### src/design/ctl_pkg.sv
// Shared types, constants and helpers for the cache tag lookup block.
package ctl_pkg;

    // Fixed field widths
    localparam int unsigned ADDR_W   = 32;
    localparam int unsigned IDX_W    = 15;
    localparam int unsigned LAT_W    = 9;
    localparam int unsigned CNT_W    = 32;
    localparam int unsigned PADDR_W  = 5;
    localparam int unsigned PDATA_W  = 32;

    // Organization
    localparam int unsigned LINE_COUNT_DEF  = 256;
    localparam int unsigned QUEUE_DEPTH_DEF = 4;
    localparam int unsigned WAYS            = 4;
    localparam int unsigned WAY_BITS        = 2;

    // Reciprocal scaling used for the index reduction
    localparam int unsigned RECIP_SHIFT = 30;
    localparam int unsigned RECIP_W     = 31;

    // Way ages: -1 free, 0 oldest, 3 newest
    localparam logic [2:0] AGE_FREE   = 3'b111;
    localparam logic [2:0] AGE_OLDEST = 3'd0;
    localparam logic [2:0] AGE_NEWEST = 3'd3;

    // Register indexes (byte address / 4)
    localparam logic [2:0] REG_DIRECT_MODE  = 3'd0;
    localparam logic [2:0] REG_OFFSET_WIDTH = 3'd1;
    localparam logic [2:0] REG_INDEX_WIDTH  = 3'd2;
    localparam logic [2:0] REG_HIT_LATENCY  = 3'd3;
    localparam logic [2:0] REG_MISS_PENALTY = 3'd4;

    typedef struct packed {
        logic       direct_mode;
        logic [4:0] offset_width;
        logic [3:0] index_width;
        logic [7:0] hit_latency;
        logic [7:0] miss_penalty;
    } ctl_cfg_t;

    localparam ctl_cfg_t CFG_RESET = '{
        direct_mode:  1'b0,
        offset_width: 5'd4,
        index_width:  4'd6,
        hit_latency:  8'd1,
        miss_penalty: 8'd100
    };

    // One stored line: valid, age, tag
    typedef struct packed {
        logic        valid;
        logic [2:0]  age;
        logic [31:0] tag;
    } ctl_line_t;

    localparam ctl_line_t LINE_RESET = '{valid: 1'b0, age: AGE_FREE, tag: '0};

    // Bits needed to index n entries, at least one
    function automatic int unsigned ctl_bits(input int unsigned n);
        return (n > 1) ? $clog2(n) : 1;
    endfunction

endpackage

### src/design/ctl_queue.sv
// Small FIFO decoupling the front end from the lookup engine.
module ctl_queue import ctl_pkg::*; #(
    parameter int unsigned WIDTH = ADDR_W,
    parameter int unsigned DEPTH = QUEUE_DEPTH_DEF
) (
    input  logic             clk,
    input  logic             rst_n,
    input  logic             push_valid,
    output logic             push_ready,
    input  logic [WIDTH-1:0] push_data,
    output logic             pop_valid,
    input  logic             pop_ready,
    output logic [WIDTH-1:0] pop_data
);

    localparam int unsigned PW = ctl_bits(DEPTH);
    localparam int unsigned CW = ctl_bits(DEPTH + 1);

    logic [WIDTH-1:0] slot_reg [DEPTH];
    logic [PW-1:0]    wr_ptr_reg, rd_ptr_reg;
    logic [CW-1:0]    count_reg;
    logic             do_push, do_pop;

    assign push_ready = (count_reg != CW'(DEPTH));
    assign pop_valid  = (count_reg != '0);
    assign pop_data   = slot_reg[rd_ptr_reg];
    assign do_push    = push_valid && push_ready;
    assign do_pop     = pop_valid && pop_ready;

    // Pointers and fill count
    always_ff @(posedge clk or negedge rst_n)
    begin
        if (!rst_n)
        begin
            wr_ptr_reg <= '0;
            rd_ptr_reg <= '0;
            count_reg  <= '0;
        end
        else
        begin
            if (do_push)
            begin
                wr_ptr_reg <= (wr_ptr_reg == PW'(DEPTH - 1)) ? '0 : wr_ptr_reg + 1'b1;
            end
            if (do_pop)
            begin
                rd_ptr_reg <= (rd_ptr_reg == PW'(DEPTH - 1)) ? '0 : rd_ptr_reg + 1'b1;
            end
            if (do_push && !do_pop)
            begin
                count_reg <= count_reg + 1'b1;
            end
            else if (do_pop && !do_push)
            begin
                count_reg <= count_reg - 1'b1;
            end
        end
    end

    // Storage
    always_ff @(posedge clk)
    begin
        if (do_push)
        begin
            slot_reg[wr_ptr_reg] <= push_data;
        end
    end

endmodule

### config.mk
export PLATFORM = sky130hd
export DESIGN_NAME = ctl_queue
export DESIGN_NICKNAME = d
export VERILOG_FILES = /design/src/design/ctl_pkg.sv /design/src/design/ctl_queue.sv
export SDC_FILE = /design/constraint.sdc
export NUM_CORES = 1
export LEC_CHECK = 0
export ABC_AREA = 1
export ABC_CLOCK_PERIOD_IN_PS = 4900
export CELL_PAD_IN_SITES_DETAIL_PLACEMENT = 1
export CELL_PAD_IN_SITES_GLOBAL_PLACEMENT = 1
export CORE_AREA = 2 2 114 116
export CTS_CLUSTER_DIAMETER = 200
export DETAILED_ROUTE_END_ITERATION = 12
export DIE_AREA = 0 0 116 118
export DONT_BUFFER_PORTS = 1
export GPL_ROUTABILITY_DRIVEN = 0
export PLACE_DENSITY_LB_ADDON = 0.1
export SETUP_SLACK_MARGIN = 0.2
export SLEW_MARGIN = 20
export SYNTH_ARGS = -nofsm -noshare
export SYNTH_HDL_FRONTEND = slang
export SYNTH_SLANG_ARGS = --single-unit
### constraint.sdc
create_clock -name clk -period 4.9 [get_ports clk]
set_input_delay 0.49 -clock clk [delete_from_list [all_inputs] [get_ports clk]]
set_output_delay 0.49 -clock clk [all_outputs]
set_load 0.03 [all_outputs]
==> run metrics <==
htree depth=4; final hold violations=0; worst r2r src=count_reg[0]; hold path depth=0; critical path endpoint category=output port; syn_area_per_cell=12.70 um2; CTS tree=built; PostCTS Resize Cnt=0; Reg2Reg Depth=9; # setup viols final=0; most frequent cells in the layout=128 x edfxtp_1, 111 x nand2_1, 77 x inv_1, 64 x o211ai_1, 17 x clkbuf_16; Max-cap violations=0; Sink Count=135; fmax=340.5 MHz; Final Critical Period=2.937 ns; Clock Path Buffers=2; antenna cells=0; CP Cell Sequence=buf_4 -> nand2_1 -> o211ai_1 -> nand2_1; drt drc=0; reg-to-reg slack, setup=2.36 ns; Synth Warn #=0; Leak=~2.4 nW; post-CTS setup buffers=0; half-perimeter wire length after placement=6206 um; grt ovf=0; Hold-fix buffers, CTS=1; CP max FO=77; setup ws final=roughly 2.0 ns; post-synthesis compound-gate area fraction=under 10%; drt total wl=10710 um; post-route clock period utilization=~60%; first-pass GRT wire length=16530 um; initial antenna violation count=0; Critical Path Sink=pop_data[17]; XOR/XNOR Fraction of Synth Area=less than 1%; Via-to-Cell Ratio=between 4 and 5; CTS clk-pin slew, worst paths=0.06 ns; die area=0.01369 mm2; Post-Synth Adder-Cell Area=under 10%; crit-path most repeated cell=nand2_1; post-synthesis mux area share=0%; most common cell after layout, fill and taps aside=edfxtp_1; PortBufs=0; slowest CP cell=dfrtp_4; CP Class=flip-flop to output port; DP Worst Slack=2.285 ns; layout cells sized above 1=approximately 9.2%; path length in cells of the critical path=4; area delta synth->final=14.34%; synthesized area=between 0.005 and 0.006 mm2; Seq/Total Area, Yosys=73.25%; worst skew pair latency=0.42 ns; Post-DRT Antenna Nets=0; slowest stage delay, CP=0.90 ns; Hold WS=0.1658 ns; simple-gate share of the synthesized area=8.757%; register bit total from synthesis=135; Mapped Cells=about 430; Cell Pwr Density=670.8 mW/mm2; CP startpoint=rd_ptr_reg[0]; Final Max Slew Viols=0; Core Area=0.01241 mm2; Crit path max-delay family=flip-flops; startpoint types=flip-flop; cts bufs inserted=17; status=complete, no violations; Die H=118 um; max reg flops=128; Die X-Extent=116 um; Critical Path RT=4.41 ns; I/O Pins=70; DRT Pass-1 Iters=4; worst reg2reg endpoint=count_reg[1]; Setup TNS=0 ns; synthesized net count=475; largest net degree at the start of global routing=a little under 80; Slew HR=31.11%; Vias=3056; Nets=478; root buf cell=clkbuf_16; Initial Utilization=44.19%; vias in the first global route=3213; type of the most critical hold path=input port to flip-flop; Initial DRC Count=roughly 170; WP data arrival=2.45 ns; Least-Margin Pin Slew=1.031 ns; Max VDD drop=0.0003063 V; worst hold start=push_data[12]; Std-Cell Rows=41; critical path buffer and inverter count=1; Tot GR Track Use=16.62%; Clock Skews=0.005157 ns; RSZ-0062 raised after global routing=false; WL per Instance=17.27 um; count of cell types in the netlist=17; main combinational cell family by area after synthesis=compound AO/OA/AOI/OAI gates
Yosys cell counts (all sizes together):
cell	count	area (um2)
nand2	111	416.7
dfrtp	7	175.2
o211ai	64	480.5
nor2	6	22.52
o21ai	1	5.000
ha	6	75.07
buf	20	101.4
fa	1	20.02
xnor2	1	8.760
edfxtp	128	3844
inv	78	292.8
nand3	7	35.03
nand4	1	6.260
clkbuf	1	3.750
worst register-to-register path: cells and delay by family (launching register included):
family	cells	cell delay, ns
AO/OA/AOI/OAI	1	0.10
adder cells (fa/ha/maj)	2	0.64
buffers and inverters	3	0.30
flip-flops	1	0.43
AND/OR/NAND/NOR	3	0.93
cell families (layout without fill, tap and decap cells):
group,after synthesis,after routing
flops,135,135
xor+xnor,1,1
buf+inv,99,115
fa+ha+maj,7,7
simple gates,125,125
compound gates,65,65
power breakdown:
group	total, mW	switching [mW]	internal, mW
Sequential	1.68	0.151	1.52
Combinational	1.34	1.04	0.297
Clock	1.20	0.458	0.738
worst min-delay path by stage:
stage                                  to  slack, ns
final                     slot_reg[2][12]       0.17
after CTS                 slot_reg[1][12]       0.14
after floorplan              count_reg[0]       0.19
after global routing      slot_reg[0][22]       0.15
after detailed placement    wr_ptr_reg[1]       0.19
after global placement      wr_ptr_reg[1]       0.19
layout make-up:
cell class                      count  area (um2)
Clock buffer                       17       425.4
Clock inverter                     15       137.6
Fill cell                        1270        6141
Inverter                           78       292.8
Multi-Input combinational cell    198        1100
Sequential cell                   135        4023
Tap cell                          172       215.2
Timing Repair Buffer                5       80.08
stage by stage:
stage	power [mW]	util, %	cells	cell area (um2)
2_1_floorplan	2.773	-	432	5487
3_3_place_gp	2.995	45.47	585	5645
3_5_place_dp	3.037	45.47	585	5645
4_1_cts	4.242	50.09	618	6218
5_1_grt	4.451	50.53	620	6274
6_report	4.208	50.53	620	6274
metal layers:
metal / track usage, % / wire, um / vias up
met5: 0 / 0 / -
met4: 6.994 / 194 / 0
met3: 7.827 / 739 / 18
met2: 26.86 / 5315 / 67
met1: 18.78 / 4461 / 1479
li1: - / - / 1492
(Power assumes the default switching activity.)
