===== config.mk =====
export PLATFORM = sky130hd
export DESIGN_NAME = ctl_front_flat
export DESIGN_NICKNAME = d
export VERILOG_FILES = /design/src/design/ctl_pkg.sv /design/src/design/ctl_ifs.sv /design/src/design/ctl_front.sv /design/src/flat_wrapper.sv
export SDC_FILE = /design/constraint.sdc
export NUM_CORES = 1
export LEC_CHECK = 0
export ABC_CLOCK_PERIOD_IN_PS = 4600
export BUFFER_PORTS_ARGS = -buffer_cell sky130_fd_sc_hd__buf_2
export CAP_MARGIN = 20
export CORE_ASPECT_RATIO = 0.7
export CORE_MARGIN = 1.5
export CORE_UTILIZATION = 25
export CTS_CLUSTER_DIAMETER = 100
export DETAILED_ROUTE_END_ITERATION = 16
export GPL_TIMING_DRIVEN = 0
export PLACE_DENSITY = 0.42
export SYNTH_ARGS = -nofsm -noshare
export SYNTH_HDL_FRONTEND = slang
export SYNTH_SLANG_ARGS = --single-unit

===== constraint.sdc =====
create_clock -name clk -period 4.6 [get_ports clk]
set_input_delay 0.23 -clock clk [delete_from_list [all_inputs] [get_ports clk]]
set_output_delay 0.23 -clock clk [all_outputs]
set_load 0.02 [all_outputs]

===== src/design/ctl_pkg.sv =====
// Shared types, constants and helpers for the cache tag lookup block.
package ctl_pkg;

    // Fixed field widths
    localparam int unsigned ADDR_W   = 32;
    localparam int unsigned IDX_W    = 15;
    localparam int unsigned LAT_W    = 9;
    localparam int unsigned CNT_W    = 32;
    localparam int unsigned PADDR_W  = 5;
    localparam int unsigned PDATA_W  = 32;

    // Organization
    localparam int unsigned LINE_COUNT_DEF  = 256;
    localparam int unsigned QUEUE_DEPTH_DEF = 4;
    localparam int unsigned WAYS            = 4;
    localparam int unsigned WAY_BITS        = 2;

    // Reciprocal scaling used for the index reduction
    localparam int unsigned RECIP_SHIFT = 30;
    localparam int unsigned RECIP_W     = 31;

    // Way ages: -1 free, 0 oldest, 3 newest
    localparam logic [2:0] AGE_FREE   = 3'b111;
    localparam logic [2:0] AGE_OLDEST = 3'd0;
    localparam logic [2:0] AGE_NEWEST = 3'd3;

    // Register indexes (byte address / 4)
    localparam logic [2:0] REG_DIRECT_MODE  = 3'd0;
    localparam logic [2:0] REG_OFFSET_WIDTH = 3'd1;
    localparam logic [2:0] REG_INDEX_WIDTH  = 3'd2;
    localparam logic [2:0] REG_HIT_LATENCY  = 3'd3;
    localparam logic [2:0] REG_MISS_PENALTY = 3'd4;

    typedef struct packed {
        logic       direct_mode;
        logic [4:0] offset_width;
        logic [3:0] index_width;
        logic [7:0] hit_latency;
        logic [7:0] miss_penalty;
    } ctl_cfg_t;

    localparam ctl_cfg_t CFG_RESET = '{
        direct_mode:  1'b0,
        offset_width: 5'd4,
        index_width:  4'd6,
        hit_latency:  8'd1,
        miss_penalty: 8'd100
    };

    // One stored line: valid, age, tag
    typedef struct packed {
        logic        valid;
        logic [2:0]  age;
        logic [31:0] tag;
    } ctl_line_t;

    localparam ctl_line_t LINE_RESET = '{valid: 1'b0, age: AGE_FREE, tag: '0};

    // Bits needed to index n entries, at least one
    function automatic int unsigned ctl_bits(input int unsigned n);
        return (n > 1) ? $clog2(n) : 1;
    endfunction

endpackage


===== src/design/ctl_ifs.sv =====
// Valid/ready channel interfaces for access requests and lookup results.
interface ctl_req_if import ctl_pkg::*; ();
    logic              valid;
    logic              ready;
    logic [ADDR_W-1:0] address;

    modport source (output valid, output address, input ready);
    modport sink   (input valid, input address, output ready);
endinterface



===== src/design/ctl_front.sv =====
// Front end: splits the address and reduces the index to a line and a set.
module ctl_front import ctl_pkg::*; #(
    parameter int unsigned LINE_COUNT = LINE_COUNT_DEF
) (
    input  logic                                      clk,
    input  logic                                      rst_n,
    input  ctl_cfg_t                                  cfg,
    ctl_req_if.sink                                   req,
    output logic                                      push_valid,
    input  logic                                      push_ready,
    output logic [ADDR_W-1:0]                         push_tag,
    output logic [ctl_bits(LINE_COUNT)-1:0]           push_line,
    output logic [ctl_bits(LINE_COUNT / WAYS)-1:0]    push_set
);

    localparam int unsigned SETS = LINE_COUNT / WAYS;
    localparam int unsigned LW   = ctl_bits(LINE_COUNT);
    localparam int unsigned SW   = ctl_bits(SETS);
    localparam int unsigned PW   = IDX_W + RECIP_W;
    localparam logic [RECIP_W-1:0] RECIP_LINE =
        RECIP_W'((64'd1 << RECIP_SHIFT) / LINE_COUNT);
    localparam logic [RECIP_W-1:0] RECIP_SET  =
        RECIP_W'((64'd1 << RECIP_SHIFT) / SETS);

    logic              en;
    logic              s1_valid_reg, s2_valid_reg, s3_valid_reg;
    logic [IDX_W-1:0]  s1_idx_reg, s2_idx_reg;
    logic [ADDR_W-1:0] s1_tag_reg, s2_tag_reg, s3_tag_reg;
    logic [IDX_W-1:0]  s2_qline_reg, s2_qset_reg;
    logic [IDX_W-1:0]  s3_rline_reg, s3_rset_reg;

    logic [ADDR_W-1:0] ofs_shift;
    logic [5:0]        tag_shift;
    logic [ADDR_W-1:0] tag_calc;
    logic [IDX_W-1:0]  idx_mask;
    logic [IDX_W-1:0]  idx_calc;
    logic [PW-1:0]     prod_line, prod_set;
    logic [31:0]       line_rem, set_rem;

    // Whole pipe moves unless the last stage is blocked by a full queue
    assign en        = !s3_valid_reg || push_ready;
    assign req.ready = en;

    // Address split
    always_comb
    begin
        ofs_shift = req.address >> cfg.offset_width;
        tag_shift = 6'(cfg.offset_width) + 6'(cfg.index_width);
        tag_calc  = (tag_shift >= 6'd32) ? '0 : (req.address >> tag_shift);
        idx_mask  = IDX_W'((16'd1 << cfg.index_width) - 16'd1);
        idx_calc  = IDX_W'(ofs_shift) & idx_mask;
    end

    // Quotient estimates, at most one low
    assign prod_line = PW'(s1_idx_reg) * PW'(RECIP_LINE);
    assign prod_set  = PW'(s1_idx_reg) * PW'(RECIP_SET);

    // Final correction of the remainders
    always_comb
    begin
        line_rem = 32'(s3_rline_reg);
        if (line_rem >= LINE_COUNT)
        begin
            line_rem = line_rem - LINE_COUNT;
        end
        set_rem = 32'(s3_rset_reg);
        if (set_rem >= SETS)
        begin
            set_rem = set_rem - SETS;
        end
    end

    assign push_valid = s3_valid_reg;
    assign push_tag   = s3_tag_reg;
    assign push_line  = LW'(line_rem);
    assign push_set   = SW'(set_rem);

    // Stage valids
    always_ff @(posedge clk or negedge rst_n)
    begin
        if (!rst_n)
        begin
            s1_valid_reg <= 1'b0;
            s2_valid_reg <= 1'b0;
            s3_valid_reg <= 1'b0;
        end
        else if (en)
        begin
            s1_valid_reg <= req.valid;
            s2_valid_reg <= s1_valid_reg;
            s3_valid_reg <= s2_valid_reg;
        end
    end

    // Stage payloads
    always_ff @(posedge clk)
    begin
        if (en)
        begin
            s1_idx_reg   <= idx_calc;
            s1_tag_reg   <= tag_calc;
            s2_idx_reg   <= s1_idx_reg;
            s2_tag_reg   <= s1_tag_reg;
            s2_qline_reg <= IDX_W'(prod_line >> RECIP_SHIFT);
            s2_qset_reg  <= IDX_W'(prod_set >> RECIP_SHIFT);
            s3_tag_reg   <= s2_tag_reg;
            s3_rline_reg <= IDX_W'(32'(s2_idx_reg) - 32'(s2_qline_reg) * LINE_COUNT);
            s3_rset_reg  <= IDX_W'(32'(s2_idx_reg) - 32'(s2_qset_reg) * SETS);
        end
    end

endmodule


===== src/flat_wrapper.sv =====
// flat-port wrapper written by rule: the top's interface ports become plain ports
module ctl_front_flat import ctl_pkg::*;
#(
    parameter int unsigned LINE_COUNT = LINE_COUNT_DEF
)
  (clk, rst_n, cfg, push_valid, push_ready, push_tag, push_line, push_set, req_valid, req_address, req_ready);
  ctl_req_if req_i ();
  input  logic clk;
  input  logic rst_n;
  input  ctl_cfg_t cfg;
  output logic push_valid;
  input  logic push_ready;
  output logic [ADDR_W-1:0] push_tag;
  output logic [ctl_bits(LINE_COUNT)-1:0] push_line;
  output logic [ctl_bits(LINE_COUNT / WAYS)-1:0] push_set;
  input wire logic [$bits(req_i.valid)-1:0] req_valid;
  input wire logic [$bits(req_i.address)-1:0] req_address;
  output wire logic [$bits(req_i.ready)-1:0] req_ready;
  assign req_i.valid = req_valid;
  assign req_i.address = req_address;
  assign req_ready = req_i.ready;
  ctl_front #(.LINE_COUNT(LINE_COUNT)) u_core (.clk(clk), .rst_n(rst_n), .cfg(cfg), .req(req_i), .push_valid(push_valid), .push_ready(push_ready), .push_tag(push_tag), .push_line(push_line), .push_set(push_set));
endmodule

==> results of run 1 <==
## power by group
part / internal [mW] / total [mW] / switching, mW
Clock: 0.820 / 1.39 / 0.567
Combinational: 0.421 / 1.11 / 0.684
Sequential: 1.63 / 1.70 / 0.0759
## final timing paths
kind                                  startpoint                    end  slack, ns  cells after the start
setup / recovery                         cfg[16]   u_core.s1_tag_reg[3]       1.59                     10
hold / removal                         req_valid    u_core.s1_valid_reg       0.04                      2
setup reg to reg               u_core.push_valid   u_core.s2_tag_reg[1]       2.83                      2
hold reg to reg            u_core.s1_tag_reg[15]  u_core.s2_tag_reg[15]       0.41                      0
max in group asynchronous                  rst_n    u_core.s2_valid_reg       4.36                      2
min in group asynchronous                  rst_n    u_core.s1_valid_reg       0.14                      2
## per-layer routing
metal,up-vias,track usage (%)
li1,2216,-
met1,2479,21.1
met2,184,19.4
met3,20,5.19
met4,0,3.48
met5,-,0
## logic make-up after synthesis
family,share of synthesized area [%]
xor gates and xnor gates,0.477
buffers and inverters,4.38
AOI/OAI and AO/OA,9.48
adders and majority gates,1.17
and+or+nand+nor,7.09
muxes,25.4
DFF,52.0
## through the flow
step           setup TNS [ns]  utilization [%]  cell area (sq um)  setup slack, ns  hold slack (ns)
5_1_grt                     0             31.1               8660             1.44           0.0385
3_3_place_gp           -34.70             28.8               8000           -0.633           0.0235
2_1_floorplan               0                -               7080            0.535          -0.0656
3_5_place_dp                0             28.9               8040             1.26           0.0305
4_1_cts                     0             31.1               8660             1.67           0.0190
6_report                    0             31.1               8660             1.59           0.0441
## worst max-delay path: stages
cell and delay (ns):
sky130_fd_sc_hd__buf_2 0.14, sky130_fd_sc_hd__ha_1 0.27, sky130_fd_sc_hd__fa_1 0.58, sky130_fd_sc_hd__buf_2 0.25, sky130_fd_sc_hd__clkbuf_1 0.26, sky130_fd_sc_hd__nor3b_1 0.74, sky130_fd_sc_hd__nand2_1 0.21, sky130_fd_sc_hd__a211oi_1 0.30
sky130_fd_sc_hd__nor2_1 0.13, sky130_fd_sc_hd__o2bb2ai_1 0.16
## timing repair
item	CTS	global route
hold endpoints to repair	3	0
setup buffers	0	0
hold buffers	1	0
## cell usage in the layout (no fill, tap or decap), drive strengths merged, types with 2 or more instances in the layout
cell type / n
nor2: 33
mux4: 50
a31o: 2
nand2b: 7
o2bb2ai: 2
buf: 119
inv: 14
ha: 5
mux2: 29
a22o: 4
o221ai: 5
mux2i: 32
xor2: 2
edfxtp: 120
o22ai: 4
nor3: 2
bufinv: 2
a2bb2oi: 6
clkinv: 7
and2: 3
nand2: 48
nand3b: 4
a21oi: 25
o211ai: 3
o21ai: 14
clkbuf: 31
nand3: 7
dfrtp: 3
a311o: 2
nor2b: 2
a211oi: 9
a221o: 5
a31oi: 2
## area by class of cell
type	instances	area [sq um]	share of cell area [%]
Multi-Input combinational cell	325	3100	35.8
Sequential cell	123	3680	42.5
Inverter	9	33.8	0.390
Clock inverter	15	184	2.12
Timing Repair Buffer	94	498	5.75
Clock buffer	17	425	4.91
Buffer	40	277	3.19
Tap cell	371	464	5.36
==> reports/summary.txt, run 1 <==
=================================================================================
Final min period ...................................................      3.01 ns
Worst min path class ...............................................       in2reg
Count of nets left with antenna violations after detail routing ....            0
Critical path launch point type ....................................    input pin
Total power draw ...................................................      4.19 mW
Final-stage net count ..............................................          678
Wire length of the first global-routing pass .......................     31100 um
Crit path capture type .............................................         flop
Final hold viol count ..............................................            0
Mapped Cells .......................................................          497
Average detailed-routed wire length per instance ...................      20.4 um
Routed length on met1 ..............................................     10100 um
Yosys warns ........................................................            0
Leakage power figure ...............................................      3.29 nW
Setup repair after global routing missed its margin ................        false
Number of clock sinks seen by CTS ..................................          123
Max-slew headroom ..................................................        42.7%
Clock Skews ........................................................   0.00988 ns
Peak VDD IR ........................................................   0.000234 V
Count of distinct cell types in the synthesized netlist ............           62
Routed length on met3 ..............................................      1770 um
Largest net degree at the start of global routing ..................           64
Total length of routed wires .......................................     20300 um
Synthesis-to-finish area growth ....................................        22.3%
Filler instances ...................................................         2865
Clk Latency, worst-skew pair .......................................      0.42 ns
Library cell used as clock root buffer ............................. sky130_fd_sc_hd__clkbuf_16
Row count ..........................................................           51
Clock-pin transition on the worst setup and hold timing paths ......      0.06 ns
Fraction of layout instances using a drive strength above 1 ........        36.1%
Horiz. Die Dim .....................................................       204 um
Number of pins with negative max-slew slack in the final report ....            0
Net count after synthesis ..........................................          565
Post-synth EDFFs ...................................................          120
Antenna violations before repair ...................................            0
Flops & latches, synth .............................................          123
Number of placed I/O pins ..........................................          110
Diodes inserted ....................................................            0
Main synth FF type ................................................. sky130_fd_sc_hd__edfxtp_1
Placed cells .......................................................          961
# H-tree levels ....................................................            4
Vias/cell ..........................................................         4.93
Cell type with the highest aggregate area in the netlist ........... sky130_fd_sc_hd__edfxtp_1
Maximum fanout count along the critical path .......................           10
Number of buffers between clock root and the deepest sink ..........            2
Share of synthesized registers carrying an async set or reset ......        2.44%
Detailed Route Iter0 Violations ....................................          359
Die area ...........................................................  29300 sq um
Share of the cycle needed by the critical path after routing .......        65.3%
Type of the worst setup path .......................................       in2reg
Final HPWL DP ......................................................     15500 um
Clock buffer count from CTS ........................................           17
Run status .........................................................    completed
DRC errors left ....................................................            0
Starting density of the core .......................................        25.4%
Post-Synthesis Cell Area ...........................................   7080 sq um
Most area-consuming cells after synthesis .......................... sky130_fd_sc_hd__edfxtp_1, sky130_fd_sc_hd__mux4_2, sky130_fd_sc_hd__mux2i_1
Cell types with the highest counts after synthesis ................. sky130_fd_sc_hd__edfxtp_1, sky130_fd_sc_hd__nand2_1, sky130_fd_sc_hd__mux4_2, sky130_fd_sc_hd__nor2_1, sky130_fd_sc_hd__mux2i_1
Setup violation total in the final timing report ...................            0
Cell Pwr Density ...................................................  484 nW/um^2
Met2 Routed Length .................................................      8210 um
Filler-free cell count of the finished design ......................          994
Number of iterations in the first detailed-routing pass ............            5
Cell with the most instances after synthesis ....................... sky130_fd_sc_hd__edfxtp_1
CTS resizes ........................................................            0
Proportion of synthesized chip area in sequential cells ............        52.0%
Mean instance size in the synthesized netlist ......................   14.2 sq um
Vertical extent of the die .........................................       144 um
Portion of synthesized cell area occupied by the leading cell type .        50.9%
Overall overflow remaining after global route ......................            0
Top routing layer used .............................................         met4
Total Routing Usage GR .............................................        14.3%
Via count of the first global-routing pass .........................         5018
Routability congestion estimate ....................................        0.875
Clock tree from TritonCTS ..........................................        built
Number of buffers inserted by port buffering .......................           92
Maxcap violations ..................................................            0
WP data required ...................................................      4.87 ns
Data arrival time at the worst-slack endpoint ......................      3.28 ns
Maximum clock rate .................................................      333 MHz
Via count of the routed design .....................................         4899
Core Region ........................................................  27800 sq um
Transition time of the tightest slew-check pin .....................     0.859 ns
=================================================================================
(Power assumes the default switching activity.)
==> run 2: changes to the inputs <==
Settings changed: ABC_AREA set to 1, ABC_CLOCK_PERIOD_IN_PS 4600 to 2900.
Clock period 4.6 ns to 2.9 ns, I/O delays scaled along.
==> reports/summary.txt, run 2 <==
=====================================================================================
Smallest setup slack after layout ......................................     0.423 ns   was 1.59 ns
Filler-free cell count of the finished design ..........................         1375   was 994
Max stage delay on crit path ...........................................      0.57 ns   was 0.74 ns
Cell with the most instances after synthesis ........................... sky130_fd_sc_hd__nand2_1   was sky130_fd_sc_hd__edfxtp_1
Count of distinct cell types in the synthesized netlist ................           23   was 62
Average detailed-routed wire length per instance .......................      17.0 um   was 20.4 um
Setup repair after global routing missed its margin ....................        false   unchanged
Via count of the routed design .........................................         6560   was 4899
Wire length of the first global-routing pass ...........................     35500 um   was 31100 um
Leakage power figure ...................................................      3.88 nW   was 3.29 nW
# H-tree levels ........................................................            4   unchanged
Critical-path cell list ................................................ buf_2 -> ha_1 -> fa_1 -> inv_1 -> clkbuf_1 -> nand3_1 -> nand3_1 -> nand2_1 -> nand2_1 -> nand2_1 -> nand2_1 -> nand2_1   was buf_2 -> ha_1 -> fa_1 -> buf_2 -> clkbuf_1 -> nor3b_1 -> nand2_1 -> a211oi_1 -> nor2_1 -> o2bb2ai_1
Footprint of the multi-input gates .....................................   3030 sq um   was 3100 sq um
Type of the worst setup path ...........................................       in2reg   unchanged
Final hold viol count ..................................................            0   unchanged
Met2 Routed Length .....................................................      8970 um   was 8210 um
Horiz. Die Dim .........................................................       203 um   was 204 um
Number of iterations in the first detailed-routing pass ................            6   was 5
WP data required .......................................................      3.06 ns   was 4.87 ns
Number of clock sinks seen by CTS ......................................          123   unchanged
Crit path capture type .................................................         flop   unchanged
Net count after synthesis ..............................................          946   was 565
Data arrival time at the worst-slack endpoint ..........................      2.64 ns   was 3.28 ns
DRC errors left ........................................................            0   unchanged
Maximum fanout count along the critical path ...........................           10   unchanged
Sequential cell area in the final layout ...............................   3680 sq um   unchanged
Share of the cycle needed by the critical path after routing ...........        85.4%
Routed length on met1 ..................................................     12500 um   was 10100 um
Cell type with the highest aggregate area in the netlist ............... sky130_fd_sc_hd__edfxtp_1   unchanged
Clock Skews ............................................................   0.00585 ns   was 0.00988 ns
Mean instance size in the synthesized netlist ..........................   8.00 sq um   was 14.2 sq um
Placed cells ...........................................................         1341   was 961
Max-slew headroom ......................................................        51.7%   was 42.7%
Critical path launch point type ........................................    input pin   unchanged
Most used cells in the layout excluding fill and tap cells ............. sky130_fd_sc_hd__nand2_1, sky130_fd_sc_hd__nand3_1, sky130_fd_sc_hd__edfxtp_1, sky130_fd_sc_hd__buf_2, sky130_fd_sc_hd__nor2_1   was sky130_fd_sc_hd__edfxtp_1, sky130_fd_sc_hd__buf_2, sky130_fd_sc_hd__nand2_1, sky130_fd_sc_hd__mux4_2, sky130_fd_sc_hd__nor2_1
Clock tree from TritonCTS ..............................................        built   unchanged
Highest-delay cell along the critical path ............................. sky130_fd_sc_hd__fa_1   was sky130_fd_sc_hd__nor3b_1
Clock-pin transition on the worst setup and hold timing paths ..........      0.06 ns   about the same
Via count of the first global-routing pass .............................         6061   was 5018
Number of buffers between clock root and the deepest sink ..............            2   unchanged
Worst min path class ...................................................     in2async   was in2reg
Fraction of layout instances using a drive strength above 1 ............        15.0%   was 36.1%
Clock buffer count from CTS ............................................           17   unchanged
Cell Pwr Density .......................................................  784 nW/um^2   was 484 nW/um^2
Antenna violations before repair .......................................            0   unchanged
Routed length on met3 ..................................................      1740 um   was 1770 um
Maxcap violations ......................................................            0   unchanged
Vias/cell ..............................................................         4.77   was 4.93
Most frequent standard cell in the layout excluding fill and tap cells . sky130_fd_sc_hd__nand2_1   was sky130_fd_sc_hd__edfxtp_1
Most frequent cell on the critical path ................................ sky130_fd_sc_hd__nand2_1   was sky130_fd_sc_hd__buf_2
Row count ..............................................................           51   unchanged
Final min period .......................................................      2.48 ns
Die area ...............................................................  29100 sq um   was 29300 sq um
Peak VDD IR ............................................................   0.000394 V   was 0.000234 V
Vertical extent of the die .............................................       143 um   was 144 um
Detailed Route Iter0 Violations ........................................          688   was 359
Maximum clock rate .....................................................      404 MHz
Diodes inserted ........................................................            0   unchanged
Main synth FF type ..................................................... sky130_fd_sc_hd__edfxtp_1   unchanged
Clk Latency, worst-skew pair ...........................................      0.42 ns   about the same
Cell types with the highest counts after synthesis ..................... sky130_fd_sc_hd__nand2_1, sky130_fd_sc_hd__nand3_1, sky130_fd_sc_hd__edfxtp_1, sky130_fd_sc_hd__nor2_1   was sky130_fd_sc_hd__edfxtp_1, sky130_fd_sc_hd__nand2_1, sky130_fd_sc_hd__mux4_2, sky130_fd_sc_hd__nor2_1, sky130_fd_sc_hd__mux2i_1
Routability congestion estimate ........................................        0.910   was 0.875
Library cell used as clock root buffer ................................. sky130_fd_sc_hd__clkbuf_16   unchanged
Overall overflow remaining after global route ..........................            0   unchanged
Post-Synthesis Cell Area ...............................................   7020 sq um   was 7080 sq um
Top routing layer used .................................................         met4   unchanged
Yosys warns ............................................................            0   unchanged
Core Region ............................................................  27700 sq um   was 27800 sq um
Post-synth EDFFs .......................................................          120   unchanged
Most area-consuming cells after synthesis .............................. sky130_fd_sc_hd__edfxtp_1, sky130_fd_sc_hd__nand3_1, sky130_fd_sc_hd__nand2_1   was sky130_fd_sc_hd__edfxtp_1, sky130_fd_sc_hd__mux4_2, sky130_fd_sc_hd__mux2i_1
Count of nets left with antenna violations after detail routing ........            0   unchanged
Number of pins with negative max-slew slack in the final report ........            0   unchanged
Final HPWL DP ..........................................................     17900 um   was 15500 um
Number of placed I/O pins ..............................................          110   unchanged
Final-stage net count ..................................................         1059   was 678
Mapped Cells ...........................................................          878   was 497
Starting density of the core ...........................................        25.4%   about the same
Flops & latches, synth .................................................          123   unchanged
Number of buffers inserted by port buffering ...........................           91   was 92
Total Routing Usage GR .................................................        16.4%   was 14.3%
Setup violation total in the final timing report .......................            0   unchanged
Transition time of the tightest slew-check pin .........................     0.719 ns   was 0.859 ns
Run status .............................................................    completed   unchanged
Synthesis-to-finish area growth ........................................        22.4%   was 22.3%
Worst slack at placement ...............................................    0.0871 ns   was 1.26 ns
Largest net degree at the start of global routing ......................          125   was 64
Proportion of synthesized chip area in sequential cells ................        52.4%   was 52.0%
Total length of routed wires ...........................................     23400 um   was 20300 um
Final Core Density .....................................................        31.0%   was 31.1%
Portion of synthesized cell area occupied by the leading cell type .....        51.3%   was 50.9%
Share of synthesized registers carrying an async set or reset ..........        2.44%   unchanged
Filler instances .......................................................         3004   was 2865
=====================================================================================
==> run 2: critical path: cells and delay by family <==
family                   cells  cell delay, ns
buffers and inverters        3            0.87
adder cells (fa/ha/maj)      2            0.84
AND/OR/NAND/NOR              7            0.77
==> run 2: area by class of cell <==
type / instances / share of cell area, %
Tap cell: 371 / 5.40
Multi-Input combinational cell: 679 / 35.3
Clock buffer: 18 / 4.99
Inverter: 24 / 1.05
Timing Repair Buffer: 94 / 5.85
Clock inverter: 14 / 1.86
Buffer: 52 / 2.77
Sequential cell: 123 / 42.8
==> run 2: kinds of logic (layout without fill, tap and decap cells) <==
| logic type | Yosys count | in the layout | synth area share, % |
|---|---|---|---|
| buf+inv | 76 | 202 | 4.67 |
| flops | 123 | 123 | 52.4 |
| simple gates | 655 | 655 | 40.0 |
| xor+xnor | 5 | 5 | 0.731 |
| compound gates | 12 | 12 | 0.855 |
| mux | 1 | 1 | 0.160 |
| fa+ha+maj | 6 | 6 | 1.18 |
==> run 2: routing by layer <==
metal / up-vias / GRT usage (%)
met2: 220 / 21.7
met1: 3095 / 26.6
met3: 14 / 2.94
met5: - / 0
li1: 3231 / -
met4: 0 / 3.55
==> run 2: stage by stage <==
stage / hold slack, ns / TNS (ns) / power (mW) / instance area [sq um]
floorplan: -0.151 / 0 / 3.96 / 7020
global placement: -0.0555 / -7.90 / 4.64 / 7940
detailed placement: -0.0542 / 0 / 4.63 / 7980
CTS: 0.0389 / 0 / 6.80 / 8590
global route: 0.0551 / 0 / 7.12 / 8590
finish: 0.0596 / 0 / 6.74 / 8590
==> run 2: path summary, 6_finish.rpt <==
path                                       start              endpoint  slack [ns]  cells after the start
min reg2reg                u_core.s2_tag_reg[30]   u_core.push_tag[30]        0.42                      0
max                                      cfg[20]  u_core.s1_tag_reg[0]        0.42                     12
min                                        rst_n   u_core.s1_valid_reg        0.06                      2
max in group asynchronous                  rst_n   u_core.s2_valid_reg        2.73                      2
max reg2reg                    u_core.push_valid   u_core.push_tag[18]        1.44                      2
min in group clk                      push_ready   u_core.s1_valid_reg        0.14                      4
==> run 2: where the power goes <==
| group | total [mW] | internal (mW) | switching (mW) | leakage [nW] |
|---|---|---|---|---|
| combinational | 1.86 | 0.526 | 1.34 | 2.30 |
| clock | 2.13 | 1.29 | 0.844 | 0.286 |
| sequential | 2.74 | 2.62 | 0.127 | 1.30 |
| total | 6.74 | 4.43 | 2.31 | 3.88 |
==> run 2: repair_timing <==
action	4_1_cts	5_1_grt
hold buffers	2	0
endpoints found under the hold margin	4	0
gates resized for setup	0	0
setup buffers	0	0
==> run 3: changes to the inputs <==
Settings changed: CELL_PAD_IN_SITES_DETAIL_PLACEMENT set to 0, CELL_PAD_IN_SITES_GLOBAL_PLACEMENT set to 2, CORE_ASPECT_RATIO 0.7 to 1.25, PLACE_DENSITY 0.42 to 0.63.
==> reports/summary.txt, run 3 (same netlist as run 2, synthesis figures left out) <==
=====================================================================================
Setup violation total in the final timing report .......................            0   unchanged
Maximum clock rate .....................................................      408 MHz   was 404 MHz
Total Routing Usage GR .................................................        16.8%   was 16.4%
Synthesis-to-finish area growth ........................................        22.0%   was 22.4%
Setup repair after global routing missed its margin ....................        false   unchanged
Share of the cycle needed by the critical path after routing ...........        84.5%   was 85.4%
Footprint of the multi-input gates .....................................   3030 sq um   unchanged
Via count of the routed design .........................................         6336   was 6560
Filler-free cell count of the finished design ..........................         1353   was 1375
Diodes inserted ........................................................            0   unchanged
Number of buffers inserted by port buffering ...........................           91   unchanged
Cell Pwr Density .......................................................  786 nW/um^2   was 784 nW/um^2
Maxcap violations ......................................................            0   unchanged
Most frequent standard cell in the layout excluding fill and tap cells . sky130_fd_sc_hd__nand2_1   unchanged
Final HPWL DP ..........................................................     18500 um   was 17900 um
Postcts setup bufs .....................................................            0   unchanged
Number of buffers between clock root and the deepest sink ..............            2   unchanged
Count of nets left with antenna violations after detail routing ........            0   unchanged
Maximum fanout count along the critical path ...........................           10   unchanged
Sequential cell area in the final layout ...............................   3680 sq um   unchanged
Core Region ............................................................  27700 sq um   about the same
Violated checks ........................................................ design-rule violations
Clock Skews ............................................................   0.00852 ns   was 0.00585 ns
Overall overflow remaining after global route ..........................            0   unchanged
Number of pins with negative max-slew slack in the final report ........            0   unchanged
First element of the critical path .....................................      cfg[20]   unchanged
Average detailed-routed wire length per instance .......................      17.5 um   was 17.0 um
Detailed Route Iter0 Violations ........................................          397   was 688
Filler instances .......................................................         3003   was 3004
Sum of negative setup slack ............................................         0 ns   unchanged
Via count of the first global-routing pass .............................         6316   was 6061
Placed cells ...........................................................         1319   was 1341
Worst slack on hold paths ..............................................    0.0632 ns   was 0.0596 ns
Type of the worst setup path ...........................................       in2reg   unchanged
Reg2reg start .......................................................... u_core.push_valid   unchanged
Number of placed I/O pins ..............................................          110   unchanged
Library cell used as clock root buffer ................................. sky130_fd_sc_hd__clkbuf_16   unchanged
Total length of routed wires ...........................................     23700 um   was 23400 um
Max-slew headroom ......................................................        40.8%   was 51.7%
Final min period .......................................................      2.45 ns   was 2.48 ns
Row count ..............................................................           68   was 51
WP data required .......................................................      3.05 ns   was 3.06 ns
Fraction of layout instances using a drive strength above 1 ............        15.1%   was 15.0%
Total power draw .......................................................      6.73 mW   was 6.74 mW
Antenna violations before repair .......................................            0   unchanged
Horiz. Die Dim .........................................................       153 um   was 203 um
Starting density of the core ...........................................        25.4%   about the same
Vertical extent of the die .............................................       190 um   was 143 um
Most used cells in the layout excluding fill and tap cells ............. sky130_fd_sc_hd__nand2_1, sky130_fd_sc_hd__nand3_1, sky130_fd_sc_hd__edfxtp_1, sky130_fd_sc_hd__buf_2, sky130_fd_sc_hd__nor2_1   unchanged
Clock tree from TritonCTS ..............................................        built   unchanged
Routability congestion estimate ........................................        0.858   was 0.910
Wire length of the first global-routing pass ...........................     36600 um   was 35500 um
Critical path launch point type ........................................    input pin   unchanged
Clk Latency, worst-skew pair ...........................................      0.40 ns   was 0.42 ns
Largest net degree at the start of global routing ......................          126   was 125
Transition time of the tightest slew-check pin .........................     0.888 ns   was 0.719 ns
Clock-pin transition on the worst setup and hold timing paths ..........      0.06 ns   about the same
Final hold viol count ..................................................            0   unchanged
# H-tree levels ........................................................            4   unchanged
Die area ...............................................................  29100 sq um   about the same
Leakage power figure ...................................................      3.88 nW   about the same
Clock buffer count from CTS ............................................           17   unchanged
Final-stage net count ..................................................         1058   was 1059
Peak VDD IR ............................................................   0.000399 V   was 0.000394 V
Worst min path class ...................................................     in2async   unchanged
Crit path capture type .................................................         flop   unchanged
Final Core Density .....................................................        31.0%   about the same
Number of clock sinks seen by CTS ......................................          123   unchanged
Number of iterations in the first detailed-routing pass ................           13   was 6
Data arrival time at the worst-slack endpoint ..........................      2.60 ns   was 2.64 ns
Run status ............................................................. complete, but fails checks   was completed
DRC errors left ........................................................            3   was 0
Vias/cell ..............................................................         4.68   was 4.77
=====================================================================================
-- run 3: worst max-delay path, stage by stage --
cell,delay [ns]
sky130_fd_sc_hd__buf_2,0.19
sky130_fd_sc_hd__ha_1,0.26
sky130_fd_sc_hd__fa_1,0.53
sky130_fd_sc_hd__inv_1,0.17
sky130_fd_sc_hd__clkbuf_1,0.51
sky130_fd_sc_hd__nand3_1,0.27
sky130_fd_sc_hd__nand3_1,0.18
sky130_fd_sc_hd__nand3_1,0.13
sky130_fd_sc_hd__nand3_1,0.14
sky130_fd_sc_hd__nand2_1,0.06
-- run 3: final cells by class --
cell class                      count  share of cell area (%)
Buffer                             52                    2.78
Tap cell                          350                    5.11
Inverter                           24                    1.05
Clock inverter                     15                    2.21
Clock buffer                       17                    4.97
Sequential cell                   123                    43.0
Timing Repair Buffer               93                    5.55
Multi-Input combinational cell    679                    35.4
-- run 3: power by group --
| part | switching (mW) | leakage [nW] | internal, mW |
|---|---|---|---|
| Clock | 0.814 | 0.300 | 1.37 |
| Sequential | 0.113 | 1.30 | 2.62 |
| Combinational | 1.30 | 2.29 | 0.512 |
| Total | 2.23 | 3.88 | 4.50 |
-- run 3: per-stage QoR --
stage	instance area [sq um]	setup slack (ns)
3_3_place_gp	7920	-0.0275
4_1_cts	8560	0.445
2_1_floorplan	7020	0.310
5_1_grt	8560	0.324
6_report	8560	0.451
3_5_place_dp	7930	0.0103
-- run 3: path summary, 6_finish.rpt --
kind	to	slack, ns	depth (start not counted)
max	u_core.s1_tag_reg[0]	0.45	10
min	u_core.push_valid	0.06	2
max reg2reg	u_core.s1_valid_reg	1.29	2
min reg2reg	u_core.s2_tag_reg[8]	0.41	0
max in group asynchronous	u_core.s2_valid_reg	2.73	2
min in group clk	u_core.s1_idx_reg[5]	0.16	3
-- run 3: repair_timing --
action / in CTS / in global routing
gates resized for setup: 0 / 0
hold buffers: 2 / 0
hold endpoints to repair: 4 / 0
-- run 3: routing by layer --
layer,vias to the layer above,share of wire [%],track usage [%]
li1,3232,-,-
met1,2936,41,19.1
met2,136,53,32.1
met3,32,2.9,2.07
met4,0,2.7,6.07
met5,-,0,0
